===== config.mk =====
export PLATFORM = sky130hd
export DESIGN_NAME = affine_rotation_compose_unit_flat
export DESIGN_NICKNAME = d
export VERILOG_FILES = /design/src/design/arc_pkg.sv /design/src/design/arc_in_if.sv /design/src/design/arc_out_if.sv /design/src/design/arc_ctrl.sv /design/src/design/arc_dpath.sv /design/src/design/affine_rotation_compose_unit.sv /design/src/flat_wrapper.sv
export VERILOG_INCLUDE_DIRS = /design/src /design/src/design
export SDC_FILE = /design/constraint.sdc
export NUM_CORES = 2
export LEC_CHECK = 0
export BUFFER_PORTS_ARGS = -buffer_cell sky130_fd_sc_hd__buf_2
export CORE_MARGIN = 2
export CORE_UTILIZATION = 45
export DETAILED_ROUTE_END_ITERATION = 8
export GPL_ROUTABILITY_DRIVEN = 0
export PLACE_DENSITY = 0.68
export SLEW_MARGIN = 20
export SYNTH_ARGS = -nofsm -noshare
export SYNTH_HDL_FRONTEND = slang
export SYNTH_SLANG_ARGS = --single-unit

===== constraint.sdc =====
create_clock -name i_clk -period 24.6 [get_ports i_clk]
set_clock_uncertainty 0.05 [all_clocks]
set_input_delay 4.92 -clock i_clk [delete_from_list [all_inputs] [get_ports i_clk]]
set_output_delay 4.92 -clock i_clk [all_outputs]
set_load 0.01 [all_outputs]

===== src/design/affine_rotation_compose_unit_assert.svh =====
// ============================================================================
// Affine rotation composer assertion macros
// Implication and next-cycle implication checks, clocked and reset-qualified.
// ============================================================================
`ifndef AFFINE_ROTATION_COMPOSE_UNIT_ASSERT_SVH
`define AFFINE_ROTATION_COMPOSE_UNIT_ASSERT_SVH

// same-cycle implication
`define ARC_ASSERT_IMP(lbl, clk, rst_n, ante, cons, msg) \
    lbl: assert property (@(posedge clk) disable iff (!rst_n) (ante) |-> (cons)) \
        else $error(msg);

// next-cycle implication
`define ARC_ASSERT_NXT(lbl, clk, rst_n, ante, cons, msg) \
    lbl: assert property (@(posedge clk) disable iff (!rst_n) (ante) |=> (cons)) \
        else $error(msg);

`endif


===== src/design/arc_pkg.sv =====
// ============================================================================
// Affine rotation composer package
// Shared widths, codes, controller command struct and lookup functions.
// ============================================================================
package arc_pkg;

    localparam int FRAC_BITS_DEF    = 16;
    localparam int CORDIC_STEPS_DEF = 16;

    localparam int DATA_W    = 32;
    localparam int MODE_W    = 2;
    localparam int ANGLE_W   = 16;
    localparam int CFG_IDX_W = 3;
    localparam int NUM_ENT   = 6;
    localparam int ENT_IDX_W = 3;
    localparam int STEP_W    = 5;
    localparam int TERM_W    = 4;
    localparam int MAC_TERMS = 12;

    // CORDIC works in Q2.30 with headroom
    localparam int CORD_W  = 34;
    localparam int Q_FRAC  = 30;
    localparam int TURN_SH = Q_FRAC - (ANGLE_W - 2);

    localparam logic [CORD_W-1:0] CORDIC_START_X = 34'h026DD3B6A;

    // entry order a, b, c, d, v, w; also the config register index
    localparam logic [ENT_IDX_W-1:0] ENT_A = 3'd0;
    localparam logic [ENT_IDX_W-1:0] ENT_B = 3'd1;
    localparam logic [ENT_IDX_W-1:0] ENT_C = 3'd2;
    localparam logic [ENT_IDX_W-1:0] ENT_D = 3'd3;
    localparam logic [ENT_IDX_W-1:0] ENT_V = 3'd4;
    localparam logic [ENT_IDX_W-1:0] ENT_W = 3'd5;

    typedef enum logic [MODE_W-1:0] {
        MODE_ROT_POS = 2'd0,
        MODE_ROT_NEG = 2'd1,
        MODE_RELOAD  = 2'd2,
        MODE_HOLD    = 2'd3
    } t_mode;

    typedef enum logic [2:0] {
        ST_IDLE,
        ST_CORD,
        ST_TRIG,
        ST_MAC,
        ST_COMMIT,
        ST_LOAD,
        ST_DONE
    } t_state;

    typedef enum logic [1:0] {
        CF_COS,
        CF_SIN,
        CF_NSIN
    } t_coef;

    typedef struct packed {
        logic              cord_init;
        logic              cord_step;
        logic              trig;
        logic              mac_mul;
        logic              mac_acc;
        logic [STEP_W-1:0] step;
        logic              commit;
        logic              reload;
        logic              load_out;
    } t_cmd;

    // atan(2^-i) as a 32-bit binary angle
    function automatic logic [CORD_W-1:0] atan_unit(input logic [STEP_W-1:0] idx);
        logic [CORD_W-1:0] v;
        case (idx)
            5'd0:    v = 34'h020000000;
            5'd1:    v = 34'h012E4051E;
            5'd2:    v = 34'h009FB385B;
            5'd3:    v = 34'h0051111D4;
            5'd4:    v = 34'h0028B0D43;
            5'd5:    v = 34'h00145D7E1;
            5'd6:    v = 34'h000A2F61E;
            5'd7:    v = 34'h000517C55;
            5'd8:    v = 34'h00028BE53;
            5'd9:    v = 34'h000145F2F;
            5'd10:   v = 34'h0000A2F98;
            5'd11:   v = 34'h0000517CC;
            5'd12:   v = 34'h000028BE6;
            5'd13:   v = 34'h0000145F3;
            5'd14:   v = 34'h00000A2FA;
            5'd15:   v = 34'h00000517D;
            5'd16:   v = 34'h0000028BE;
            5'd17:   v = 34'h00000145F;
            5'd18:   v = 34'h000000A30;
            5'd19:   v = 34'h000000518;
            5'd20:   v = 34'h00000028C;
            5'd21:   v = 34'h000000146;
            5'd22:   v = 34'h0000000A3;
            5'd23:   v = 34'h000000051;
            default: v = '0;
        endcase
        return v;
    endfunction

    // live entry feeding a product term: even term x operand, odd term y operand
    function automatic logic [ENT_IDX_W-1:0] opnd_idx(input logic [TERM_W-1:0] term);
        logic [ENT_IDX_W-1:0] e;
        logic [ENT_IDX_W-1:0] r;
        e = term[TERM_W-1:1];
        case (e) inside
            ENT_A, ENT_C: r = term[0] ? ENT_C : ENT_A;
            ENT_B, ENT_D: r = term[0] ? ENT_D : ENT_B;
            default:      r = term[0] ? ENT_W : ENT_V;
        endcase
        return r;
    endfunction

    // coefficient of a product term: top row cos, -sin; bottom row sin, cos
    function automatic t_coef coef_sel(input logic [TERM_W-1:0] term);
        logic [ENT_IDX_W-1:0] e;
        t_coef                r;
        e = term[TERM_W-1:1];
        case (e) inside
            ENT_A, ENT_B, ENT_V: r = term[0] ? CF_NSIN : CF_COS;
            default:             r = term[0] ? CF_COS : CF_SIN;
        endcase
        return r;
    endfunction

endpackage


===== src/design/arc_in_if.sv =====
// ============================================================================
// Affine rotation composer input channel
// Valid/ready channel carrying mode and angle of one item.
// ============================================================================
interface arc_in_if;
    logic                          valid;
    logic                          ready;
    logic [arc_pkg::MODE_W-1:0]    mode;
    logic [arc_pkg::ANGLE_W-1:0]   angle;

    modport src (output valid, output mode, output angle, input ready);
    modport snk (input valid, input mode, input angle, output ready);
endinterface


===== src/design/arc_out_if.sv =====
// ============================================================================
// Affine rotation composer output channel
// Valid/ready channel carrying the six transform entries of one item.
// ============================================================================
interface arc_out_if;
    logic                               valid;
    logic                               ready;
    logic signed [arc_pkg::DATA_W-1:0]  out_a;
    logic signed [arc_pkg::DATA_W-1:0]  out_b;
    logic signed [arc_pkg::DATA_W-1:0]  out_c;
    logic signed [arc_pkg::DATA_W-1:0]  out_d;
    logic signed [arc_pkg::DATA_W-1:0]  out_v;
    logic signed [arc_pkg::DATA_W-1:0]  out_w;

    modport src (output valid, output out_a, output out_b, output out_c,
                 output out_d, output out_v, output out_w, input ready);
    modport snk (input valid, input out_a, input out_b, input out_c,
                 input out_d, input out_v, input out_w, output ready);
endinterface


===== src/design/arc_ctrl.sv =====
// ============================================================================
// Affine rotation composer controller
// Sequences CORDIC, trig rounding, multiply-accumulate, reload and result hand-off.
// ============================================================================
module arc_ctrl #(
    parameter int CORDIC_STEPS = arc_pkg::CORDIC_STEPS_DEF
) (
    input  logic                       i_clk,
    input  logic                       i_rst_n,
    input  logic                       i_in_valid,
    input  logic [arc_pkg::MODE_W-1:0] i_mode,
    output logic                       o_in_ready,
    input  logic                       i_out_ready,
    output logic                       o_out_valid,
    output arc_pkg::t_cmd              o_cmd
);

    localparam logic [arc_pkg::STEP_W-1:0] LAST_CORD = arc_pkg::STEP_W'(CORDIC_STEPS - 1);
    localparam logic [arc_pkg::STEP_W-1:0] LAST_MAC  = arc_pkg::STEP_W'(arc_pkg::MAC_TERMS);

    arc_pkg::t_state              r_state, n_state;
    logic [arc_pkg::STEP_W-1:0]   r_step, n_step;
    logic                         r_out_valid, n_out_valid;
    arc_pkg::t_mode               s_mode;
    logic                         s_slot_free;

    assign s_mode      = arc_pkg::t_mode'(i_mode);
    assign s_slot_free = !r_out_valid || i_out_ready;

    always_ff @(posedge i_clk) begin
        if (!i_rst_n) begin
            r_state     <= arc_pkg::ST_IDLE;
            r_step      <= '0;
            r_out_valid <= 1'b0;
        end else begin
            r_state     <= n_state;
            r_step      <= n_step;
            r_out_valid <= n_out_valid;
        end
    end

    always_comb begin
        n_state = r_state;
        n_step  = r_step;
        unique case (r_state)
            arc_pkg::ST_IDLE: begin
                n_step = '0;
                if (i_in_valid) begin
                    unique case (s_mode)
                        arc_pkg::MODE_ROT_POS: n_state = arc_pkg::ST_CORD;
                        arc_pkg::MODE_ROT_NEG: n_state = arc_pkg::ST_CORD;
                        arc_pkg::MODE_RELOAD:  n_state = arc_pkg::ST_LOAD;
                        default:               n_state = arc_pkg::ST_DONE;
                    endcase
                end
            end
            arc_pkg::ST_CORD: begin
                if (r_step == LAST_CORD) begin
                    n_state = arc_pkg::ST_TRIG;
                    n_step  = '0;
                end else begin
                    n_step = r_step + 1'b1;
                end
            end
            arc_pkg::ST_TRIG: begin
                n_state = arc_pkg::ST_MAC;
                n_step  = '0;
            end
            arc_pkg::ST_MAC: begin
                if (r_step == LAST_MAC) begin
                    n_state = arc_pkg::ST_COMMIT;
                end else begin
                    n_step = r_step + 1'b1;
                end
            end
            arc_pkg::ST_COMMIT: n_state = arc_pkg::ST_DONE;
            arc_pkg::ST_LOAD:   n_state = arc_pkg::ST_DONE;
            arc_pkg::ST_DONE: begin
                if (s_slot_free) begin
                    n_state = arc_pkg::ST_IDLE;
                end
            end
            default: n_state = arc_pkg::ST_IDLE;
        endcase
    end

    always_comb begin
        o_cmd       = '0;
        o_cmd.step  = r_step;
        o_in_ready  = 1'b0;
        unique case (r_state)
            arc_pkg::ST_IDLE: begin
                o_in_ready      = 1'b1;
                o_cmd.cord_init = i_in_valid && (s_mode == arc_pkg::MODE_ROT_POS ||
                                                 s_mode == arc_pkg::MODE_ROT_NEG);
            end
            arc_pkg::ST_CORD:   o_cmd.cord_step = 1'b1;
            arc_pkg::ST_TRIG:   o_cmd.trig      = 1'b1;
            arc_pkg::ST_MAC: begin
                o_cmd.mac_mul = (r_step != LAST_MAC);
                o_cmd.mac_acc = (r_step != '0);
            end
            arc_pkg::ST_COMMIT: o_cmd.commit    = 1'b1;
            arc_pkg::ST_LOAD:   o_cmd.reload    = 1'b1;
            arc_pkg::ST_DONE:   o_cmd.load_out  = s_slot_free;
            default: ;
        endcase
        n_out_valid = o_cmd.load_out || (r_out_valid && !i_out_ready);
    end

    assign o_out_valid = r_out_valid;

endmodule


===== src/design/arc_dpath.sv =====
// ============================================================================
// Affine rotation composer datapath
// CORDIC unit, shared multiply-accumulate, transform and start registers.
// ============================================================================
module arc_dpath #(
    parameter int FRAC_BITS = arc_pkg::FRAC_BITS_DEF
) (
    input  logic                              i_clk,
    input  logic                              i_rst_n,
    input  arc_pkg::t_cmd                     i_cmd,
    input  logic [arc_pkg::MODE_W-1:0]        i_mode,
    input  logic [arc_pkg::ANGLE_W-1:0]       i_angle,
    input  logic                              i_cfg_we,
    input  logic [arc_pkg::CFG_IDX_W-1:0]     i_cfg_idx,
    input  logic [arc_pkg::DATA_W-1:0]        i_cfg_data,
    output logic signed [arc_pkg::DATA_W-1:0] o_res [arc_pkg::NUM_ENT]
);

    localparam int DW     = arc_pkg::DATA_W;
    localparam int CW     = arc_pkg::CORD_W;
    localparam int CS_W   = FRAC_BITS + 3;
    localparam int PROD_W = CS_W + DW;
    localparam int SUM_W  = PROD_W + 1;
    localparam int RSH    = arc_pkg::Q_FRAC - FRAC_BITS;

    localparam logic signed [DW-1:0]    ONE_Q   = {{(DW-1){1'b0}}, 1'b1} << FRAC_BITS;
    localparam logic signed [DW-1:0]    SAT_MAX = {1'b0, {(DW-1){1'b1}}};
    localparam logic signed [DW-1:0]    SAT_MIN = {1'b1, {(DW-1){1'b0}}};
    localparam logic signed [CW:0]      RND_T   = {{CW{1'b0}}, 1'b1} << (RSH - 1);
    localparam logic signed [SUM_W-1:0] RND_P   = {{(SUM_W-1){1'b0}}, 1'b1} << (FRAC_BITS - 1);

    localparam logic [1:0] QUAD_0 = 2'd0;
    localparam logic [1:0] QUAD_1 = 2'd1;
    localparam logic [1:0] QUAD_2 = 2'd2;

    logic signed [DW-1:0]     r_start [arc_pkg::NUM_ENT];
    logic signed [DW-1:0]     r_live  [arc_pkg::NUM_ENT];
    logic signed [DW-1:0]     r_nxt   [arc_pkg::NUM_ENT];
    logic signed [DW-1:0]     r_res   [arc_pkg::NUM_ENT];
    logic signed [CW-1:0]     r_x, r_y, r_z;
    logic [1:0]               r_quad;
    logic                     r_neg;
    logic signed [CS_W-1:0]   r_cos, r_sin, r_nsin;
    logic signed [PROD_W-1:0] r_prod;
    logic signed [SUM_W-1:0]  r_acc;

    // CORDIC step
    logic signed [CW-1:0] s_xsh, s_ysh, s_at;
    logic signed [CW-1:0] n_x, n_y, n_z;

    always_comb begin
        s_xsh = r_x >>> i_cmd.step;
        s_ysh = r_y >>> i_cmd.step;
        s_at  = $signed(arc_pkg::atan_unit(i_cmd.step));
        if (!r_z[CW-1]) begin
            n_x = r_x - s_ysh;
            n_y = r_y + s_xsh;
            n_z = r_z - s_at;
        end else begin
            n_x = r_x + s_ysh;
            n_y = r_y - s_xsh;
            n_z = r_z + s_at;
        end
    end

    // quadrant fold and rounding to FRAC_BITS
    logic signed [CW:0] s_xe, s_ye, s_c, s_s, s_cr, s_sr, s_sv, s_nsv;

    always_comb begin
        s_xe = (CW + 1)'(r_x);
        s_ye = (CW + 1)'(r_y);
        case (r_quad)
            QUAD_0: begin
                s_c = s_xe;
                s_s = s_ye;
            end
            QUAD_1: begin
                s_c = -s_ye;
                s_s = s_xe;
            end
            QUAD_2: begin
                s_c = -s_xe;
                s_s = -s_ye;
            end
            default: begin
                s_c = s_ye;
                s_s = -s_xe;
            end
        endcase
        s_cr  = (s_c + RND_T) >>> RSH;
        s_sr  = (s_s + RND_T) >>> RSH;
        s_sv  = r_neg ? -s_sr : s_sr;
        s_nsv = -s_sv;
    end

    // multiply-accumulate
    logic [arc_pkg::TERM_W-1:0]    s_mul_term, s_acc_term;
    logic signed [CS_W-1:0]        s_coef;
    logic signed [DW-1:0]          s_opnd;
    logic signed [PROD_W-1:0]      s_prod;
    logic signed [SUM_W-1:0]       s_prod_x, s_sum, s_shd;
    logic signed [DW-1:0]          s_sat;
    logic [arc_pkg::ENT_IDX_W-1:0] s_ent;

    always_comb begin
        s_mul_term = i_cmd.step[arc_pkg::TERM_W-1:0];
        s_acc_term = s_mul_term - arc_pkg::TERM_W'(1);
        s_ent      = s_acc_term[arc_pkg::TERM_W-1:1];
        case (arc_pkg::coef_sel(s_mul_term))
            arc_pkg::CF_SIN:  s_coef = r_sin;
            arc_pkg::CF_NSIN: s_coef = r_nsin;
            default:          s_coef = r_cos;
        endcase
        s_opnd   = r_live[arc_pkg::opnd_idx(s_mul_term)];
        s_prod   = s_coef * s_opnd;
        s_prod_x = SUM_W'(r_prod);
        s_sum    = r_acc + s_prod_x;
        s_shd    = s_sum >>> FRAC_BITS;
        if (s_shd[SUM_W-1] && !(&s_shd[SUM_W-1:DW-1])) begin
            s_sat = SAT_MIN;
        end else if (!s_shd[SUM_W-1] && (|s_shd[SUM_W-1:DW-1])) begin
            s_sat = SAT_MAX;
        end else begin
            s_sat = s_shd[DW-1:0];
        end
    end

    // start registers and live transform
    always_ff @(posedge i_clk) begin
        if (!i_rst_n) begin
            for (int k = 0; k < arc_pkg::NUM_ENT; k++) begin
                if (k == int'(arc_pkg::ENT_A) || k == int'(arc_pkg::ENT_D)) begin
                    r_start[k] <= ONE_Q;
                    r_live[k]  <= ONE_Q;
                end else begin
                    r_start[k] <= '0;
                    r_live[k]  <= '0;
                end
            end
        end else begin
            if (i_cfg_we && (i_cfg_idx < arc_pkg::CFG_IDX_W'(arc_pkg::NUM_ENT))) begin
                r_start[i_cfg_idx] <= i_cfg_data;
            end
            if (i_cmd.commit) begin
                r_live <= r_nxt;
            end else if (i_cmd.reload) begin
                r_live <= r_start;
            end
        end
    end

    always_ff @(posedge i_clk) begin
        if (i_cmd.cord_init) begin
            r_x    <= arc_pkg::CORDIC_START_X;
            r_y    <= '0;
            r_z    <= {{(CW - arc_pkg::Q_FRAC){1'b0}}, i_angle[arc_pkg::ANGLE_W-3:0],
                       {arc_pkg::TURN_SH{1'b0}}};
            r_quad <= i_angle[arc_pkg::ANGLE_W-1:arc_pkg::ANGLE_W-2];
            r_neg  <= (arc_pkg::t_mode'(i_mode) == arc_pkg::MODE_ROT_NEG);
        end else if (i_cmd.cord_step) begin
            r_x <= n_x;
            r_y <= n_y;
            r_z <= n_z;
        end
        if (i_cmd.trig) begin
            r_cos  <= s_cr[CS_W-1:0];
            r_sin  <= s_sv[CS_W-1:0];
            r_nsin <= s_nsv[CS_W-1:0];
        end
        if (i_cmd.mac_mul) begin
            r_prod <= s_prod;
        end
        if (i_cmd.mac_acc) begin
            if (!s_acc_term[0]) begin
                r_acc <= s_prod_x + RND_P;
            end else begin
                r_nxt[s_ent] <= s_sat;
            end
        end
        if (i_cmd.load_out) begin
            r_res <= r_live;
        end
    end

    assign o_res = r_res;

endmodule


===== src/design/affine_rotation_compose_unit.sv =====
// ============================================================================
// Affine rotation composer: left-multiplies a Q16.16 affine transform by a rotation
// Rotate: one CORDIC step per cycle, then twelve products through one multiplier.
// Reload: the transform is restored from the start registers; hold: left unchanged.
// A new item is taken only once the previous result is in the output register.
// Reset (sync, active low): start registers and transform to identity, zero offset.
// ============================================================================
`include "affine_rotation_compose_unit_assert.svh"

module affine_rotation_compose_unit #(
    parameter int FRAC_BITS    = arc_pkg::FRAC_BITS_DEF,
    parameter int CORDIC_STEPS = arc_pkg::CORDIC_STEPS_DEF
) (
    input  logic                          i_clk,
    input  logic                          i_rst_n,
    arc_in_if.snk                         i_in,
    arc_out_if.src                        o_out,
    input  logic                          i_cfg_we,
    input  logic [arc_pkg::CFG_IDX_W-1:0] i_cfg_idx,
    input  logic [arc_pkg::DATA_W-1:0]    i_cfg_data
);

    arc_pkg::t_cmd                     s_cmd;
    logic                              s_in_ready;
    logic                              s_out_valid;
    logic                              s_in_acc;
    logic signed [arc_pkg::DATA_W-1:0] s_res [arc_pkg::NUM_ENT];

    arc_ctrl #(
        .CORDIC_STEPS (CORDIC_STEPS)
    ) u_ctrl (
        .i_clk       (i_clk),
        .i_rst_n     (i_rst_n),
        .i_in_valid  (i_in.valid),
        .i_mode      (i_in.mode),
        .o_in_ready  (s_in_ready),
        .i_out_ready (o_out.ready),
        .o_out_valid (s_out_valid),
        .o_cmd       (s_cmd)
    );

    arc_dpath #(
        .FRAC_BITS (FRAC_BITS)
    ) u_dpath (
        .i_clk      (i_clk),
        .i_rst_n    (i_rst_n),
        .i_cmd      (s_cmd),
        .i_mode     (i_in.mode),
        .i_angle    (i_in.angle),
        .i_cfg_we   (i_cfg_we),
        .i_cfg_idx  (i_cfg_idx),
        .i_cfg_data (i_cfg_data),
        .o_res      (s_res)
    );

    assign i_in.ready  = s_in_ready;
    assign o_out.valid = s_out_valid;
    assign o_out.out_a = s_res[arc_pkg::ENT_A];
    assign o_out.out_b = s_res[arc_pkg::ENT_B];
    assign o_out.out_c = s_res[arc_pkg::ENT_C];
    assign o_out.out_d = s_res[arc_pkg::ENT_D];
    assign o_out.out_v = s_res[arc_pkg::ENT_V];
    assign o_out.out_w = s_res[arc_pkg::ENT_W];

    assign s_in_acc = i_in.valid && s_in_ready;

    `ARC_ASSERT_NXT(a_busy_after_accept, i_clk, i_rst_n, s_in_acc, !s_in_ready, "item taken while busy")
    `ARC_ASSERT_IMP(a_load_into_free, i_clk, i_rst_n, s_cmd.load_out, !s_out_valid || o_out.ready, "result overwritten")
    `ARC_ASSERT_NXT(a_load_sets_valid, i_clk, i_rst_n, s_cmd.load_out, s_out_valid, "result not presented")

endmodule

===== src/flat_wrapper.sv =====
// flat-port wrapper written by rule: the top's interface ports become plain ports
module affine_rotation_compose_unit_flat 
#(
    parameter int FRAC_BITS    = arc_pkg::FRAC_BITS_DEF,
    parameter int CORDIC_STEPS = arc_pkg::CORDIC_STEPS_DEF
)
  (i_clk, i_rst_n, i_cfg_we, i_cfg_idx, i_cfg_data, i_in_valid, i_in_mode, i_in_angle, i_in_ready, o_out_valid, o_out_out_a, o_out_out_b, o_out_out_c, o_out_out_d, o_out_out_v, o_out_out_w, o_out_ready);
  arc_in_if i_in_i ();
  arc_out_if o_out_i ();
  input  logic i_clk;
  input  logic i_rst_n;
  input  logic i_cfg_we;
  input  logic [arc_pkg::CFG_IDX_W-1:0] i_cfg_idx;
  input  logic [arc_pkg::DATA_W-1:0] i_cfg_data;
  input wire logic [$bits(i_in_i.valid)-1:0] i_in_valid;
  input wire logic [$bits(i_in_i.mode)-1:0] i_in_mode;
  input wire logic [$bits(i_in_i.angle)-1:0] i_in_angle;
  output wire logic [$bits(i_in_i.ready)-1:0] i_in_ready;
  output wire logic [$bits(o_out_i.valid)-1:0] o_out_valid;
  output wire logic [$bits(o_out_i.out_a)-1:0] o_out_out_a;
  output wire logic [$bits(o_out_i.out_b)-1:0] o_out_out_b;
  output wire logic [$bits(o_out_i.out_c)-1:0] o_out_out_c;
  output wire logic [$bits(o_out_i.out_d)-1:0] o_out_out_d;
  output wire logic [$bits(o_out_i.out_v)-1:0] o_out_out_v;
  output wire logic [$bits(o_out_i.out_w)-1:0] o_out_out_w;
  input wire logic [$bits(o_out_i.ready)-1:0] o_out_ready;
  assign i_in_i.valid = i_in_valid;
  assign i_in_i.mode = i_in_mode;
  assign i_in_i.angle = i_in_angle;
  assign i_in_ready = i_in_i.ready;
  assign o_out_valid = o_out_i.valid;
  assign o_out_out_a = o_out_i.out_a;
  assign o_out_out_b = o_out_i.out_b;
  assign o_out_out_c = o_out_i.out_c;
  assign o_out_out_d = o_out_i.out_d;
  assign o_out_out_v = o_out_i.out_v;
  assign o_out_out_w = o_out_i.out_w;
  assign o_out_i.ready = o_out_ready;
  affine_rotation_compose_unit #(.FRAC_BITS(FRAC_BITS), .CORDIC_STEPS(CORDIC_STEPS)) u_core (.i_clk(i_clk), .i_rst_n(i_rst_n), .i_in(i_in_i), .o_out(o_out_i), .i_cfg_we(i_cfg_we), .i_cfg_idx(i_cfg_idx), .i_cfg_data(i_cfg_data));
endmodule

==> metrics <==
cell with the most instances after synthesis=sky130_fd_sc_hd__nand2_1; CP Launch Type=flop; layout net count=8757; number of sinks handled by clock tree synthesis=1071; 1st-pass router iterations=6; FMAX=0.0932 GHz; Reg-to-Reg End=u_core.u_dpath.r_prod[50]; wire length the detailed router placed on met1=88.9 mm; final critical-path share of the clock period=43.6%; Hold Crit Class=flop to flop; Synth Area in XOR/XNOR=4.79%; multiplexer area fraction after synthesis=7.03%; wire length on met2=109 mm; syn nets=8735; hold violation count in the final report=0; Congestion Overflow GR=0; leading area contributor after synthesis=sky130_fd_sc_hd__edfxtp_1; dominant combinational cell family by area after synthesis=adder cells; count of flip-flops with a built-in enable after synthesis=560; largest fanout on the critical path=53; r2r startpoint=u_core.u_ctrl.r_step[1]; number of setup buffers added after CTS=0; IO Port Bufs=251; post-synthesis adder-cell area fraction=20.5%; cell types with the largest area share after synthesis=sky130_fd_sc_hd__edfxtp_1 22%, sky130_fd_sc_hd__fa_1 15%, sky130_fd_sc_hd__dfxtp_1 13%; CP Data Arrival Time=11.16 ns; origin of the worst setup path=u_core.u_ctrl.r_step[1]; fraction of synthesized cell area taken by the top area cell type=21.9%; Avg WL per Cell=22.9 microns; antenna violations before repair=5; share of async-settable or async-resettable flops after synthesis=0%; maximum number of pins on one net before global-route repair=233; CTS clk-pin slew, worst paths=0.07 ns; commonest register cell after synthesis=sky130_fd_sc_hd__edfxtp_1; max_cap viols=0; Synth top cells by count=1212 x sky130_fd_sc_hd__nand2_1, 656 x sky130_fd_sc_hd__inv_1, 593 x sky130_fd_sc_hd__fa_1, 560 x sky130_fd_sc_hd__edfxtp_1, 534 x sky130_fd_sc_hd__nor2_1; number of distinct library cells after synthesis=104; critical path capture point type=flop; first-iteration detailed-routing DRC count=5585; transition at the pin with the smallest max-transition slack=1.32 ns; HPWL reported at the end of detailed placement=166 mm; clock tree from TritonCTS=yes; Initial Util=45.3%; number of endpoints failing setup at the final stage=0; Req. time, crit path=25.03 ns; clock buffer count from CTS=102; Final Max Slew Viols=0; buffer type at the clock tree root=sky130_fd_sc_hd__clkbuf_16; antenna-violating nets left=0; clock insertion delay at the later pin of the skew report=0.72 ns; Site Rows=151; met3 routed WL=18.2 mm; longest individual stage delay on the worst path=0.94 ns; via count of the routed design=59400; run status=completed; cell type with the highest occurrence count on the critical path=sky130_fd_sc_hd__fa_1; area of combinational cells with multiple inputs=45800 sq um; Ports=252; DRC violations left=0; area fraction in and, or, nand and nor cells after synthesis=13.1%; compound-cell area share of the yosys netlist=13.9%; synthesized flop and latch total=1071; ratio of routed vias to standard cells=5.87; Slew headroom=11.8%; highest-delay cell along the critical path=sky130_fd_sc_hd__dfxtp_4; unrepaired setup endpoints after global routing=false; final critical delay including setup and external delays=10.73 ns; H-tree Lvls=3; share of final-layout standard cells stronger than drive strength 1=9.64%; post-detailed-routing wire length=231 mm; synthesized area=76900 sq um; final-layout fill cell count=15500; area of the core=170000 sq um; wire length of the first global-routing pass=353 mm; maximum number of buffers from clock root to sink=3; worst setup path category=flop to flop; aggregate negative setup slack=0 ns; number of buffers inserted by hold repair at cts=0; area grow syn2layout=8.63%; die outline height=417 microns; Die Wd=417 microns; critical path endpoint=u_core.u_dpath.r_prod[50]; depth of the worst register-to-register path=31; total of cells resized after clock tree synthesis=0; Post-Syn Instances=7774; r2r setup slk=13.87 ns; via count of the first global-routing pass=59000; Total Die Area=174000 sq um; FF+latch area=27100 sq um; global-route usage over all layers=26.2%; top layer used by detailed routing=met5; sequential area share after synthesis=35.2%; Mapped Avg Cell Area=9.90 sq um; count of warnings emitted by yosys=0
-- per-stage QoR --
stage	setup WS (ns)	instances	hold slack, ns	cell area, sq um	utilization, %
3_3_place_gp	14.17	9910	0.392	80300	47.3
2_1_floorplan	10.30	7774	0.374	76900	-
4_1_cts	14.04	10100	0.382	83600	49.3
6_report	13.87	10100	0.376	83600	49.3
3_5_place_dp	14.05	9910	0.397	80300	47.3
5_1_grt	13.39	10100	0.391	83600	49.3
-- state kept, by name, indices dropped and copies added, names as in the netlist, 2 cells and up --
| name | count |
|---|---|
| u_core.u_dpath.r_nsin | 18 |
| u_core.u_ctrl.r_step | 5 |
| u_core.u_dpath.r_quad | 2 |
| u_core.u_dpath.s_at | 30 |
| u_core.u_dpath.r_nxt | 192 |
| u_core.u_dpath.r_z | 34 |
| u_core.u_dpath.o_res | 192 |
| u_core.u_dpath.r_sin | 19 |
| u_core.u_dpath.r_y | 34 |
| u_core.u_dpath.r_start | 192 |
| u_core.u_dpath.r_cos | 19 |
| u_core.u_ctrl.r_state | 3 |
| u_core.u_dpath.r_live | 192 |
| u_core.u_dpath.r_acc | 52 |
| u_core.u_dpath.r_x | 34 |
| u_core.u_dpath.r_prod | 51 |
-- critical path: cells and delay by family (launching register included) --
| kind | cells | cell delay (ns) |
|---|---|---|
| AND/OR/NAND/NOR | 5 | 0.86 |
| flip-flops | 1 | 0.94 |
| adder cells (fa/ha/maj) | 9 | 4.22 |
| XOR/XNOR | 1 | 0.08 |
| buffers and inverters | 6 | 0.64 |
| AO/OA/AOI/OAI | 10 | 3.66 |
-- cell usage in the layout (no fill, tap or decap), drive strengths merged, types with 51 or more instances in the layout --
master  netlist  layout
a31oi        61      61
nand3       123     123
o21ai       293     293
xor2        166     166
buf          74     363
and2         69      69
a21boi      203     203
a21oi       352     352
o211a       193     193
edfxtp      560     560
and3         51      51
mux2i       279     279
dfxtp       511     511
o21a         89      89
nor3         61      61
nand2      1213    1213
a21o         87      87
inv         657     664
ha          310     310
mux4         94      94
fa          593     593
nor2        535     535
clkbuf      371     150
xnor2       254     254
-- worst min path at each step --
stage | from | endpoint | cells after the start
after global routing | u_core.u_dpath.r_prod[8] | u_core.u_dpath.r_acc[8] | 0
after floorplan | u_core.u_dpath.r_live[176] | u_core.u_dpath.o_res[176] | 0
after global placement | u_core.u_dpath.r_live[63] | u_core.u_dpath.o_res[63] | 0
final | u_core.u_dpath.r_prod[8] | u_core.u_dpath.r_acc[8] | 0
after detailed placement | u_core.u_dpath.r_live[85] | u_core.u_dpath.o_res[85] | 0
after CTS | u_core.u_dpath.r_prod[8] | u_core.u_dpath.r_acc[8] | 0
-- layer usage --
metal  vias to the layer above  track usage, %
met5                         -               0
met4                         2            14.4
met3                       646            4.25
met2                      2751            43.4
met1                     29300            32.6
li1                      26600               -
-- layout make-up --
class | instances | area share, %
Antenna cell | 4 | 0.0120
Tap cell | 2218 | 3.32
Timing Repair Buffer | 363 | 2.57
Clock inverter | 44 | 0.433
Clock buffer | 150 | 3.50
Sequential cell | 1071 | 32.4
Inverter | 661 | 2.97
Multi-Input combinational cell | 5597 | 54.8
-- cell families after synthesis --
| family | count (synthesis) |
|---|---|
| adders and majority gates | 903 |
| DFF | 1071 |
| AOI/OAI and AO/OA | 1551 |
| and+or+nand+nor | 2306 |
| muxes | 417 |
| buffers and inverters | 1106 |
| xor gates and xnor gates | 420 |
Power is left out: the tool's default activity adds up to more than one toggle a clock period on the data nets, which glitch-free logic cannot reach.
